## src/rtl/pfde_pkg.sv

```systemverilog
// Shared types and codes for the page frame buffer draw engine.
// No dependencies; used by the top level, front end, queue and back end.
`default_nettype none
package pfde_pkg;

  localparam logic [2:0] REQ_CLEAR = 3'd0;
  localparam logic [2:0] REQ_PIXEL = 3'd1;
  localparam logic [2:0] REQ_LINE  = 3'd2;
  localparam logic [2:0] REQ_SHIFT = 3'd3;
  localparam logic [2:0] REQ_READ  = 3'd4;

  localparam int IN_TDATA_W  = 48;
  localparam int OUT_TDATA_W = 8;

  typedef enum logic [2:0] {
    OP_CLEAR,
    OP_PIXEL,
    OP_LINE,
    OP_SHIFT,
    OP_READ,
    OP_READ_ZERO
  } op_t;

  typedef struct packed {
    op_t        op;
    logic [6:0] xs;
    logic [5:0] ys;
    logic [6:0] xe;
    logic [5:0] ye;
    logic       ink;
    logic [6:0] sh;
    logic [2:0] pg;
    logic [6:0] col;
  } cmd_t;

  typedef struct packed {
    logic full;
    logic empty;
  } q_stat_t;

  typedef enum logic [3:0] {
    ST_CLEAR,
    ST_IDLE,
    ST_LSTEP,
    ST_PRD,
    ST_PWR,
    ST_SRD,
    ST_SWR,
    ST_RD,
    ST_RWAIT,
    ST_RZERO
  } st_t;

endpackage
`default_nettype wire

```

## src/rtl/page_framebuffer_draw_engine.sv

```systemverilog
// Top level of the page frame buffer draw engine: front end, command queue, back end.
// Depends on pfde_pkg, pfde_front, pfde_queue, pfde_back.
// The frame store is one RAM with one read and one write port, and every request runs
// through it one at a time. The back end takes a request from the queue in its idle state;
// a pixel then reads and writes its byte (read state, write state), a line steps, reads and
// writes once per plotted pixel (an off-screen pixel skips the read and the write), a shift
// reads and writes every byte of the store, and a clear or a shift of SCREEN_COLUMNS or more
// writes every byte once. A read fetches its byte and then waits for the result register.
// The pass after reset clears every byte of the store.
// in_tready stays low during every clear pass, including the one after reset; otherwise
// two requests can wait in the queue while the back end works.
`default_nettype none
module page_framebuffer_draw_engine #(
  parameter int SCREEN_COLUMNS = 84,
  parameter int SCREEN_PAGES   = 6
) (
  input  wire logic                             clk,
  input  wire logic                             rst_n,
  input  wire logic                             in_tvalid,
  output logic                                  in_tready,
  // req_type
  input  wire logic [2:0]                       in_tuser,
  // x_start, y_start, x_end, y_end, ink, shift_amount, read_page, read_column, zero pad
  input  wire logic [pfde_pkg::IN_TDATA_W-1:0]  in_tdata,
  output logic                                  out_tvalid,
  input  wire logic                             out_tready,
  // read_byte
  output logic [pfde_pkg::OUT_TDATA_W-1:0]      out_tdata
);
  pfde_pkg::cmd_t    push_cmd, head;
  pfde_pkg::q_stat_t q_stat;
  logic              push, pop, init_busy;

  pfde_front #(.SCREEN_COLUMNS(SCREEN_COLUMNS), .SCREEN_PAGES(SCREEN_PAGES)) u_front (
    .in_tvalid (in_tvalid),
    .in_tready (in_tready),
    .in_tuser  (in_tuser),
    .in_tdata  (in_tdata),
    .q_stat    (q_stat),
    .init_busy (init_busy),
    .push      (push),
    .cmd       (push_cmd)
  );

  pfde_queue u_queue (
    .clk      (clk),
    .rst_n    (rst_n),
    .push     (push),
    .push_cmd (push_cmd),
    .pop      (pop),
    .head     (head),
    .stat     (q_stat)
  );

  pfde_back #(.SCREEN_COLUMNS(SCREEN_COLUMNS), .SCREEN_PAGES(SCREEN_PAGES)) u_back (
    .clk        (clk),
    .rst_n      (rst_n),
    .head       (head),
    .q_stat     (q_stat),
    .pop        (pop),
    .init_busy  (init_busy),
    .out_tvalid (out_tvalid),
    .out_tready (out_tready),
    .out_tdata  (out_tdata)
  );
endmodule
`default_nettype wire

```

## src/rtl/pfde_ram.sv

```systemverilog
// Generic single-write, single-read RAM with registered read data.
// No dependencies.
`default_nettype none
module pfde_ram #(
  parameter int WIDTH = 8,
  parameter int DEPTH = 504
) (
  input  wire logic                     clk,
  input  wire logic                     we,
  input  wire logic [$clog2(DEPTH)-1:0] waddr,
  input  wire logic [WIDTH-1:0]         wdata,
  input  wire logic                     re,
  input  wire logic [$clog2(DEPTH)-1:0] raddr,
  output logic      [WIDTH-1:0]         rdata
);
  logic [WIDTH-1:0] mem [DEPTH];

  always_ff @(posedge clk) begin
    if (we) begin
      mem[waddr] <= wdata;
    end
    if (re) begin
      rdata <= mem[raddr];
    end
  end
endmodule
`default_nettype wire

```

## src/rtl/pfde_front.sv

```systemverilog
// Front end: accepts request beats, decodes and classifies them into commands.
// Depends on pfde_pkg.
`default_nettype none
module pfde_front #(
  parameter int SCREEN_COLUMNS = 84,
  parameter int SCREEN_PAGES   = 6
) (
  input  wire logic                            in_tvalid,
  output logic                                 in_tready,
  input  wire logic [2:0]                      in_tuser,
  input  wire logic [pfde_pkg::IN_TDATA_W-1:0] in_tdata,
  input  wire pfde_pkg::q_stat_t               q_stat,
  input  wire logic                            init_busy,
  output logic                                 push,
  output pfde_pkg::cmd_t                       cmd
);
  logic keep;

  always_comb begin
    cmd.xs  = in_tdata[6:0];
    cmd.ys  = in_tdata[12:7];
    cmd.xe  = in_tdata[19:13];
    cmd.ye  = in_tdata[25:20];
    cmd.ink = in_tdata[26];
    cmd.sh  = in_tdata[33:27];
    cmd.pg  = in_tdata[36:34];
    cmd.col = in_tdata[43:37];
    cmd.op  = pfde_pkg::OP_CLEAR;
    keep    = 1'b1;
    case (in_tuser)
      pfde_pkg::REQ_CLEAR: cmd.op = pfde_pkg::OP_CLEAR;
      pfde_pkg::REQ_PIXEL: cmd.op = pfde_pkg::OP_PIXEL;
      pfde_pkg::REQ_LINE:  cmd.op = pfde_pkg::OP_LINE;
      pfde_pkg::REQ_SHIFT: begin
        if (cmd.sh == 7'd0) begin
          keep = 1'b0;
        end else if ({1'b0, cmd.sh} >= 8'(SCREEN_COLUMNS)) begin
          cmd.op = pfde_pkg::OP_CLEAR;
        end else begin
          cmd.op = pfde_pkg::OP_SHIFT;
        end
      end
      pfde_pkg::REQ_READ: begin
        if (({1'b0, cmd.pg} < 4'(SCREEN_PAGES)) &&
            ({1'b0, cmd.col} < 8'(SCREEN_COLUMNS))) begin
          cmd.op = pfde_pkg::OP_READ;
        end else begin
          cmd.op = pfde_pkg::OP_READ_ZERO;
        end
      end
      default: keep = 1'b0;
    endcase
    in_tready = !q_stat.full && !init_busy;
    push      = in_tvalid && in_tready && keep;
  end
endmodule
`default_nettype wire

```

## src/rtl/pfde_queue.sv

```systemverilog
// Two-entry command queue between front end and back end.
// Depends on pfde_pkg.
`default_nettype none
module pfde_queue (
  input  wire logic           clk,
  input  wire logic           rst_n,
  input  wire logic           push,
  input  wire pfde_pkg::cmd_t push_cmd,
  input  wire logic           pop,
  output pfde_pkg::cmd_t      head,
  output pfde_pkg::q_stat_t   stat
);
  pfde_pkg::cmd_t ent_r [2];
  logic       wp_r, wp_nxt, rp_r, rp_nxt;
  logic [1:0] cnt_r, cnt_nxt;

  always_comb begin
    wp_nxt  = push ? !wp_r : wp_r;
    rp_nxt  = pop ? !rp_r : rp_r;
    cnt_nxt = cnt_r + 2'(push) - 2'(pop);
    head       = ent_r[rp_r];
    stat.full  = (cnt_r == 2'd2);
    stat.empty = (cnt_r == 2'd0);
  end

  always_ff @(posedge clk) begin
    if (!rst_n) begin
      wp_r  <= 1'b0;
      rp_r  <= 1'b0;
      cnt_r <= 2'd0;
    end else begin
      wp_r  <= wp_nxt;
      rp_r  <= rp_nxt;
      cnt_r <= cnt_nxt;
    end
  end

  always_ff @(posedge clk) begin
    if (push) begin
      ent_r[wp_r] <= push_cmd;
    end
  end
endmodule
`default_nettype wire

```

## src/rtl/pfde_back.sv

```systemverilog
// Back end: executes commands on the frame store, owns the result register.
// Depends on pfde_pkg and pfde_ram.
`default_nettype none
module pfde_back #(
  parameter int SCREEN_COLUMNS = 84,
  parameter int SCREEN_PAGES   = 6
) (
  input  wire logic                   clk,
  input  wire logic                   rst_n,
  input  wire pfde_pkg::cmd_t         head,
  input  wire pfde_pkg::q_stat_t      q_stat,
  output logic                        pop,
  output logic                        init_busy,
  output logic                        out_tvalid,
  input  wire logic                   out_tready,
  output logic [pfde_pkg::OUT_TDATA_W-1:0] out_tdata
);
  localparam int DEPTH = SCREEN_COLUMNS * SCREEN_PAGES;
  localparam int ROWS  = SCREEN_PAGES * 8;
  localparam int AW    = $clog2(DEPTH);

  pfde_pkg::st_t st_r, st_nxt;
  logic          line_r, line_nxt, last_r, last_nxt, ov_r, ov_nxt;
  logic [AW-1:0] clr_r, clr_nxt;
  logic [6:0]    px_r, px_nxt, cx_r, cx_nxt, xe_r, xe_nxt, col_r, col_nxt, sh_r, sh_nxt;
  logic [5:0]    py_r, py_nxt, cy_r, cy_nxt, ye_r, ye_nxt;
  logic [6:0]    maj_r, maj_nxt, min_r, min_nxt, cnt_r, cnt_nxt;
  logic [7:0]    rem_r, rem_nxt, od_r, od_nxt;
  logic          sx_r, sx_nxt, sy_r, sy_nxt, xmaj_r, xmaj_nxt, ink_r, ink_nxt, zf_r, zf_nxt;
  logic [2:0]    pg_r, pg_nxt;

  logic          we, re;
  logic [AW-1:0] waddr, raddr;
  logic [7:0]    wdata, rdata;
  logic [6:0]    adx, ady;
  logic [7:0]    rsum, src;
  logic [7:0]    bitm;

  function automatic logic [AW-1:0] addr_of(input logic [2:0] p, input logic [6:0] c);
    return AW'(32'(p) * SCREEN_COLUMNS + 32'(c));
  endfunction

  pfde_ram #(.WIDTH(8), .DEPTH(DEPTH)) u_ram (
    .clk   (clk),
    .we    (we),
    .waddr (waddr),
    .wdata (wdata),
    .re    (re),
    .raddr (raddr),
    .rdata (rdata)
  );

  always_comb begin
    st_nxt   = st_r;
    line_nxt = line_r;
    last_nxt = last_r;
    ov_nxt   = ov_r;
    clr_nxt  = clr_r;
    px_nxt   = px_r;
    py_nxt   = py_r;
    cx_nxt   = cx_r;
    cy_nxt   = cy_r;
    xe_nxt   = xe_r;
    ye_nxt   = ye_r;
    col_nxt  = col_r;
    sh_nxt   = sh_r;
    maj_nxt  = maj_r;
    min_nxt  = min_r;
    cnt_nxt  = cnt_r;
    rem_nxt  = rem_r;
    od_nxt   = od_r;
    sx_nxt   = sx_r;
    sy_nxt   = sy_r;
    xmaj_nxt = xmaj_r;
    ink_nxt  = ink_r;
    zf_nxt   = zf_r;
    pg_nxt   = pg_r;
    pop      = 1'b0;
    we       = 1'b0;
    re       = 1'b0;
    waddr    = clr_r;
    raddr    = addr_of(pg_r, col_r);
    wdata    = 8'd0;
    adx      = (head.xe >= head.xs) ? head.xe - head.xs : head.xs - head.xe;
    ady      = 7'((head.ye >= head.ys) ? head.ye - head.ys : head.ys - head.ye);
    rsum     = rem_r + {1'b0, min_r};
    src      = {1'b0, col_r} + {1'b0, sh_r};
    bitm     = 8'(1) << py_r[2:0];
    if (out_tvalid && out_tready) begin
      ov_nxt = 1'b0;
    end
    case (st_r)
      pfde_pkg::ST_CLEAR: begin
        we    = 1'b1;
        waddr = clr_r;
        if (clr_r == AW'(DEPTH - 1)) begin
          clr_nxt = '0;
          st_nxt  = pfde_pkg::ST_IDLE;
        end else begin
          clr_nxt = clr_r + AW'(1);
        end
      end
      pfde_pkg::ST_IDLE: begin
        if (!q_stat.empty) begin
          pop     = 1'b1;
          ink_nxt = head.ink;
          case (head.op)
            pfde_pkg::OP_CLEAR: st_nxt = pfde_pkg::ST_CLEAR;
            pfde_pkg::OP_PIXEL: begin
              line_nxt = 1'b0;
              px_nxt   = head.xs;
              py_nxt   = head.ys;
              st_nxt   = pfde_pkg::ST_PRD;
            end
            pfde_pkg::OP_LINE: begin
              line_nxt = 1'b1;
              last_nxt = 1'b0;
              cx_nxt   = head.xs;
              cy_nxt   = head.ys;
              xe_nxt   = head.xe;
              ye_nxt   = head.ye;
              sx_nxt   = head.xe < head.xs;
              sy_nxt   = head.ye < head.ys;
              xmaj_nxt = adx >= ady;
              maj_nxt  = (adx >= ady) ? adx : ady;
              min_nxt  = (adx >= ady) ? ady : adx;
              cnt_nxt  = (adx >= ady) ? adx : ady;
              rem_nxt  = 8'd0;
              st_nxt   = pfde_pkg::ST_LSTEP;
            end
            pfde_pkg::OP_SHIFT: begin
              sh_nxt  = head.sh;
              pg_nxt  = 3'd0;
              col_nxt = 7'd0;
              st_nxt  = pfde_pkg::ST_SRD;
            end
            pfde_pkg::OP_READ: begin
              pg_nxt  = head.pg;
              col_nxt = head.col;
              st_nxt  = pfde_pkg::ST_RD;
            end
            pfde_pkg::OP_READ_ZERO: st_nxt = pfde_pkg::ST_RZERO;
            default: st_nxt = pfde_pkg::ST_IDLE;
          endcase
        end
      end
      pfde_pkg::ST_LSTEP: begin
        st_nxt = pfde_pkg::ST_PRD;
        if (cnt_r == 7'd0) begin
          px_nxt   = xe_r;
          py_nxt   = ye_r;
          last_nxt = 1'b1;
        end else begin
          px_nxt  = cx_r;
          py_nxt  = cy_r;
          cnt_nxt = cnt_r - 7'd1;
          if (rsum >= {1'b0, maj_r}) begin
            rem_nxt = rsum - {1'b0, maj_r};
          end else begin
            rem_nxt = rsum;
          end
          if (xmaj_r) begin
            cx_nxt = sx_r ? cx_r - 7'd1 : cx_r + 7'd1;
            if (rsum >= {1'b0, maj_r}) begin
              cy_nxt = sy_r ? cy_r - 6'd1 : cy_r + 6'd1;
            end
          end else begin
            cy_nxt = sy_r ? cy_r - 6'd1 : cy_r + 6'd1;
            if (rsum >= {1'b0, maj_r}) begin
              cx_nxt = sx_r ? cx_r - 7'd1 : cx_r + 7'd1;
            end
          end
        end
      end
      pfde_pkg::ST_PRD: begin
        raddr = addr_of(py_r[5:3], px_r);
        if (({1'b0, px_r} >= 8'(SCREEN_COLUMNS)) || ({1'b0, py_r} >= 7'(ROWS))) begin
          st_nxt = (line_r && !last_r) ? pfde_pkg::ST_LSTEP : pfde_pkg::ST_IDLE;
        end else begin
          re     = 1'b1;
          st_nxt = pfde_pkg::ST_PWR;
        end
      end
      pfde_pkg::ST_PWR: begin
        we     = 1'b1;
        waddr  = addr_of(py_r[5:3], px_r);
        wdata  = ink_r ? (rdata | bitm) : (rdata & ~bitm);
        st_nxt = (line_r && !last_r) ? pfde_pkg::ST_LSTEP : pfde_pkg::ST_IDLE;
      end
      pfde_pkg::ST_SRD: begin
        raddr  = addr_of(pg_r, src[6:0]);
        zf_nxt = src >= 8'(SCREEN_COLUMNS);
        re     = src < 8'(SCREEN_COLUMNS);
        st_nxt = pfde_pkg::ST_SWR;
      end
      pfde_pkg::ST_SWR: begin
        we     = 1'b1;
        waddr  = addr_of(pg_r, col_r);
        wdata  = zf_r ? 8'd0 : rdata;
        st_nxt = pfde_pkg::ST_SRD;
        if (col_r == 7'(SCREEN_COLUMNS - 1)) begin
          col_nxt = 7'd0;
          pg_nxt  = pg_r + 3'd1;
          if (pg_r == 3'(SCREEN_PAGES - 1)) begin
            st_nxt = pfde_pkg::ST_IDLE;
          end
        end else begin
          col_nxt = col_r + 7'd1;
        end
      end
      pfde_pkg::ST_RD: begin
        re     = 1'b1;
        raddr  = addr_of(pg_r, col_r);
        st_nxt = pfde_pkg::ST_RWAIT;
      end
      pfde_pkg::ST_RWAIT: begin
        if (!ov_r) begin
          ov_nxt = 1'b1;
          od_nxt = rdata;
          st_nxt = pfde_pkg::ST_IDLE;
        end
      end
      pfde_pkg::ST_RZERO: begin
        if (!ov_r) begin
          ov_nxt = 1'b1;
          od_nxt = 8'd0;
          st_nxt = pfde_pkg::ST_IDLE;
        end
      end
      default: st_nxt = pfde_pkg::ST_IDLE;
    endcase
  end

  always_ff @(posedge clk) begin
    if (!rst_n) begin
      st_r   <= pfde_pkg::ST_CLEAR;
      clr_r  <= '0;
      ov_r   <= 1'b0;
      line_r <= 1'b0;
      last_r <= 1'b0;
    end else begin
      st_r   <= st_nxt;
      clr_r  <= clr_nxt;
      ov_r   <= ov_nxt;
      line_r <= line_nxt;
      last_r <= last_nxt;
    end
  end

  always_ff @(posedge clk) begin
    px_r   <= px_nxt;
    py_r   <= py_nxt;
    cx_r   <= cx_nxt;
    cy_r   <= cy_nxt;
    xe_r   <= xe_nxt;
    ye_r   <= ye_nxt;
    col_r  <= col_nxt;
    sh_r   <= sh_nxt;
    maj_r  <= maj_nxt;
    min_r  <= min_nxt;
    cnt_r  <= cnt_nxt;
    rem_r  <= rem_nxt;
    od_r   <= od_nxt;
    sx_r   <= sx_nxt;
    sy_r   <= sy_nxt;
    xmaj_r <= xmaj_nxt;
    ink_r  <= ink_nxt;
    zf_r   <= zf_nxt;
    pg_r   <= pg_nxt;
  end

  assign init_busy  = (st_r == pfde_pkg::ST_CLEAR);
  assign out_tvalid = ov_r;
  assign out_tdata  = od_r;
endmodule
`default_nettype wire

```

## config.mk

```make
export PLATFORM = sky130hd
export DESIGN_NAME = page_framebuffer_draw_engine
export DESIGN_NICKNAME = d
export VERILOG_FILES = /design/src/rtl/pfde_pkg.sv /design/src/rtl/page_framebuffer_draw_engine.sv /design/src/rtl/pfde_ram.sv /design/src/rtl/pfde_front.sv /design/src/rtl/pfde_queue.sv /design/src/rtl/pfde_back.sv
export SDC_FILE = /design/constraint.sdc
export NUM_CORES = 2
export LEC_CHECK = 0
export ABC_CLOCK_PERIOD_IN_PS = 62900
export BUFFER_PORTS_ARGS = -buffer_cell sky130_fd_sc_hd__buf_4
export CORE_MARGIN = 10
export CORE_UTILIZATION = 40
export CTS_CLUSTER_DIAMETER = 50
export DETAILED_ROUTE_END_ITERATION = 8
export HOLD_SLACK_MARGIN = 0.15
export PLACE_DENSITY = 0.58
export SETUP_SLACK_MARGIN = 0.4
export SKIP_CTS_REPAIR_TIMING = 1
export SLEW_MARGIN = 20
export SYNTH_ARGS = -nofsm -noshare
export SYNTH_HDL_FRONTEND = slang
export SYNTH_HIERARCHICAL = 1
export SYNTH_MEMORY_MAX_BITS = 65536
export SYNTH_SLANG_ARGS = --single-unit
```

## constraint.sdc

```tcl
create_clock -name clk -period 62.9 [get_ports clk]
set_clock_uncertainty 0.2 [all_clocks]
set_input_delay 15.725 -clock clk [delete_from_list [all_inputs] [get_ports clk]]
set_output_delay 15.725 -clock clk [all_outputs]
set_load 0.05 [all_outputs]
```

==> implementation parameters <==
Parameter                              Value

Run status
  Status    completed

Layout
  Area growth from synthesis to layout    12.4%
  Final net count    8900
  Share of post-route cells with drive strength above 1    22.4%
  Fillers    35596

STA
  Worst slack on hold paths    0.316 ns
  Total count of max-transition violations in the final report    0
  Worst setup margin    44.11 ns
  Fmax    roughly 53 MHz
  Transition at the pin with the smallest max-transition slack    1.20 ns
  Setup repair after global routing missed its margin    no
  Period Utilization, post-route    around 30%
  Sum Neg Setup Slack    0 ns
  Final critical-path required period    18.79 ns
  Final hold violations    0
  Worst max-slew margin expressed relative to the limit    19.1%
  Final setup viols    0

Synthesis
  Count of mapped cells out of synthesis    8556
  Fraction of synthesis flops using an asynchronous set or reset pin    0%
  Yosys warning count    6
  Cell Area, Synth    171000 sq um
  Post-Synthesis Net Count    8714
  Post-synth EDFFs    approximately 4200
  Synth cell types    between 100 and 150
  Synthesized flop and latch total    roughly 4300
  Flip-flop cell with the highest count after synthesis    edfxtp_1
  Mapped Avg Cell Area    about 20 sq um
  Sequential share of the synthesized area    74.7%

Hold path
  Startpoint of the tightest hold check path    u_back/clr_r[1]
  Hold Crit Endpoint    u_back/clr_r[1]
  Hold Path Class    reg2reg
  Worst Hold Depth    2

Setup path
  Setup slack on the worst flop-to-flop path    53.60 ns
  Worst Setup Path Type    reg2out
  CP Max Fanout    11
  Critical register-to-register path startpoint    u_back/st_r[3]
  R2R Path End    u_back/u_ram/rdata[0]
  WP buf/inv    2
  Critical path required time    46.98 ns
  Type of element launching the critical path    flip-flop
  Cell-by-cell listing of the critical path    nor2_8, nand2_1, clkinv_1, nor2_1, buf_4
  Length in cells of the worst reg-to-reg path    18
  Longest individual stage delay on the worst path    0.67 ns
  Category of cells accounting for the largest share of critical-path delay    flip-flops
  Critical-path cell with the highest stage delay    dfxtp_1
  Worst Path Arrival    2.87 ns
  Type of element capturing the critical path    output pin

Die
  X dimension of the die    673 um
  Chip height    673 um
  Die area    453000 sq um
  Initial cell density of the core    approximately two fifths
  Placement Rows    239
  Placeable core region    424000 sq um
  Number of top-level pins    between 60 and 70

Power
  Switch share    about a fifth
  Portion of total power attributed to combinational logic    ~1.8%
  Total power per unit cell area    around 30 nW/um^2
  Sequential fraction of design power    around 53%
  Leakage component of the power    61.8 nW
  Net switching power of the design    about 1.2 mW
  Clk network pwr share    between 40 and 50%
  Design internal power    roughly 4.6 mW
  VDD IR-drop max    about 0.025 mV

Route
  Wirelength, routed    463000 um
  Highest metal layer with signal wires    met5
  Detail Route Antenna Nets    0
  Number of design-rule violations left by the first detailed-router iteration    10914
  Detail Route met3 WL    41000 um
  Wire per inst    31.2 um
  Total via count after detailed routing    87243
  Length of the first detailed-routing pass in iterations    6
  Sum of routed wire segments on met1    between 150000 and 200000 um
  Total DRC errors in the routed layout    0
  Met2 WL post-DR    219000 um
  Vias/cell    between 5 and 6

Place
  PortBufs    60
  Routability-driven placement congestion ratio    between 0.8 and 0.9
  DP HPWL    280000 um
  DP Worst Slack    roughly 45 ns

Global routing
  Initial antenna violation count    39
  Vias in the first global route    87813
  First-pass GRT wire length    660000 um
  GRT Total Usage    19.9%
  Largest net degree at the start of global routing    ~210
  Total congestion overflow after global routing    0

Clock network
  Num Clock Sinks    4253
  CTS tree    built
  Clock root buffer master    clkbuf_16
  CTS buffer count    between 400 and 500
  Clock transition time at the flip-flop clock pins of the worst setup and hold paths    0.06 ns
  Htree depth    5
  Clk_lat worst skew    1.00 ns
  Maximum buffer depth of the clock tree    4

Run
  Max-cap violation count    0
## synth_stat cells (all sizes together) (91+ instances only)
cell / n / area, sq um
mux2i: 461 / 4610
a21oi: 174 / 901
buf: 333 / 2640
nand2: 228 / 856
o221ai: 150 / 1330
inv: 95 / 357
clkbuf: 204 / 767
nor2: 631 / 2390
edfxtp: 4232 / 127000
o22ai: 111 / 694
mux4: 927 / 20900
o21ai: 173 / 877
ha: 91 / 1140
## layer usage
metal  vias to the layer above  global-route usage [%]
met5                         -                       0
met2                      4085                    31.7
met1                     46594                    27.7
met3                       861                    4.06
met4                        34                    6.49
li1                      35669                       -
## cells by family (layout without fill, tap and decap cells)
kind of cell | after synthesis | count (layout) | synth area share, %
DFF | 4253 | 4253 | 74.7
muxes | 1450 | 1450 | 15.4
and+or+nand+nor | 1166 | 1166 | 3.02
AOI/OAI and AO/OA | 891 | 891 | 3.56
buffers and inverters | 633 | 1212 | 2.21
adders and majority gates | 103 | 103 | 0.808
xor gates and xnor gates | 60 | 60 | 0.320
other | 0 | 20 | 0
## area by class of cell
| cell class | instances | area, sq um | share of cell area [%] |
|---|---|---|---|
| timing repair buffer | 263 | 2150 | 1.12 |
| inverter | 96 | 374 | 0.195 |
| antenna | 20 | 50.0 | 0.0261 |
| clock buffer | 540 | 12000 | 6.25 |
| tap | 5663 | 7090 | 3.69 |
| sequential | 4253 | 128000 | 66.5 |
| multi-input combinational | 3670 | 39900 | 20.8 |
| clock inverter | 313 | 2790 | 1.45 |
## worst register-to-register path: cells and delay by family (launching register included)
kind                   cells  cell delay [ns]
AO/OA/AOI/OAI              6             2.94
buffers and inverters      5             3.20
flip-flops                 1             0.67
multiplexers               1             0.18
AND/OR/NAND/NOR            6             1.69
## flip-flops by register name (all words and copies together), names as in the netlist, 8 cells and up, named ones only
signal and flops:
u_back/out_tdata 8, u_back/u_ram/mem 4032, u_queue/ent_r 94, u_back/rem_r 8, u_back/clr_r 9, u_back/u_ram/rdata 8
## cells in the final DEF (no fill, tap or decap), drive strengths merged, types with 17 or more instances in the layout
cell | Yosys | final
nand2 | 228 | 228
nor3 | 67 | 67
a21oi | 174 | 174
buf | 333 | 263
mux2i | 461 | 461
mux4 | 927 | 927
clkinv | 1 | 229
xnor2 | 37 | 37
o22ai | 111 | 111
nor4 | 17 | 17
a21o | 25 | 25
o221ai | 150 | 150
nand2b | 19 | 19
a31oi | 26 | 26
dfxtp | 21 | 21
mux2 | 62 | 62
nand3 | 53 | 53
edfxtp | 4232 | 4232
inv | 95 | 125
nor2 | 631 | 631
clkinvlp | 0 | 24
o21ai | 173 | 173
xor2 | 22 | 22
diode | 0 | 20
clkbuf | 204 | 540
a211oi | 28 | 28
bufinv | 0 | 31
and2 | 29 | 29
a22oi | 56 | 56
nor2b | 42 | 42
ha | 91 | 91
## power by group through the flow
stage	logic (mW)	clock network, mW	registers, mW
after global routing	0.106	2.78	3.08
after CTS	0.103	2.67	3.08
after floorplan	0.0509	0	3.14
after global placement	0.101	0	3.14
final	0.104	2.62	3.08
after detailed placement	0.102	0	3.14
## through the flow
stage	total power, mW	cells	utilization [%]	cell area [sq um]
global placement	3.24	13945	41.7	177000
global route	5.97	14802	45.2	192000
CTS	5.85	14798	45.2	192000
detailed placement	3.25	13945	41.7	177000
finish	5.81	14818	45.2	192000
floorplan	3.19	8556	-	171000
## worst max path at each step
| stage | startpoint | to | slack, ns | depth (start not counted) |
|---|---|---|---|---|
| after detailed placement | in_tdata[31] | u_queue/ent_r[1][19] | 44.61 | 6 |
| final | u_back/st_r[3] | in_tready | 44.11 | 5 |
| after floorplan | u_back/st_r[3] | u_back/u_ram/mem[0][0] | 28.26 | 5 |
| after global placement | in_tdata[31] | u_queue/ent_r[1][18] | 44.68 | 6 |
| after CTS | u_back/st_r[3] | in_tready | 44.00 | 5 |
| after global routing | u_back/st_r[3] | in_tready | 43.90 | 5 |
Note: power is estimated with default switching activity, not from simulation.
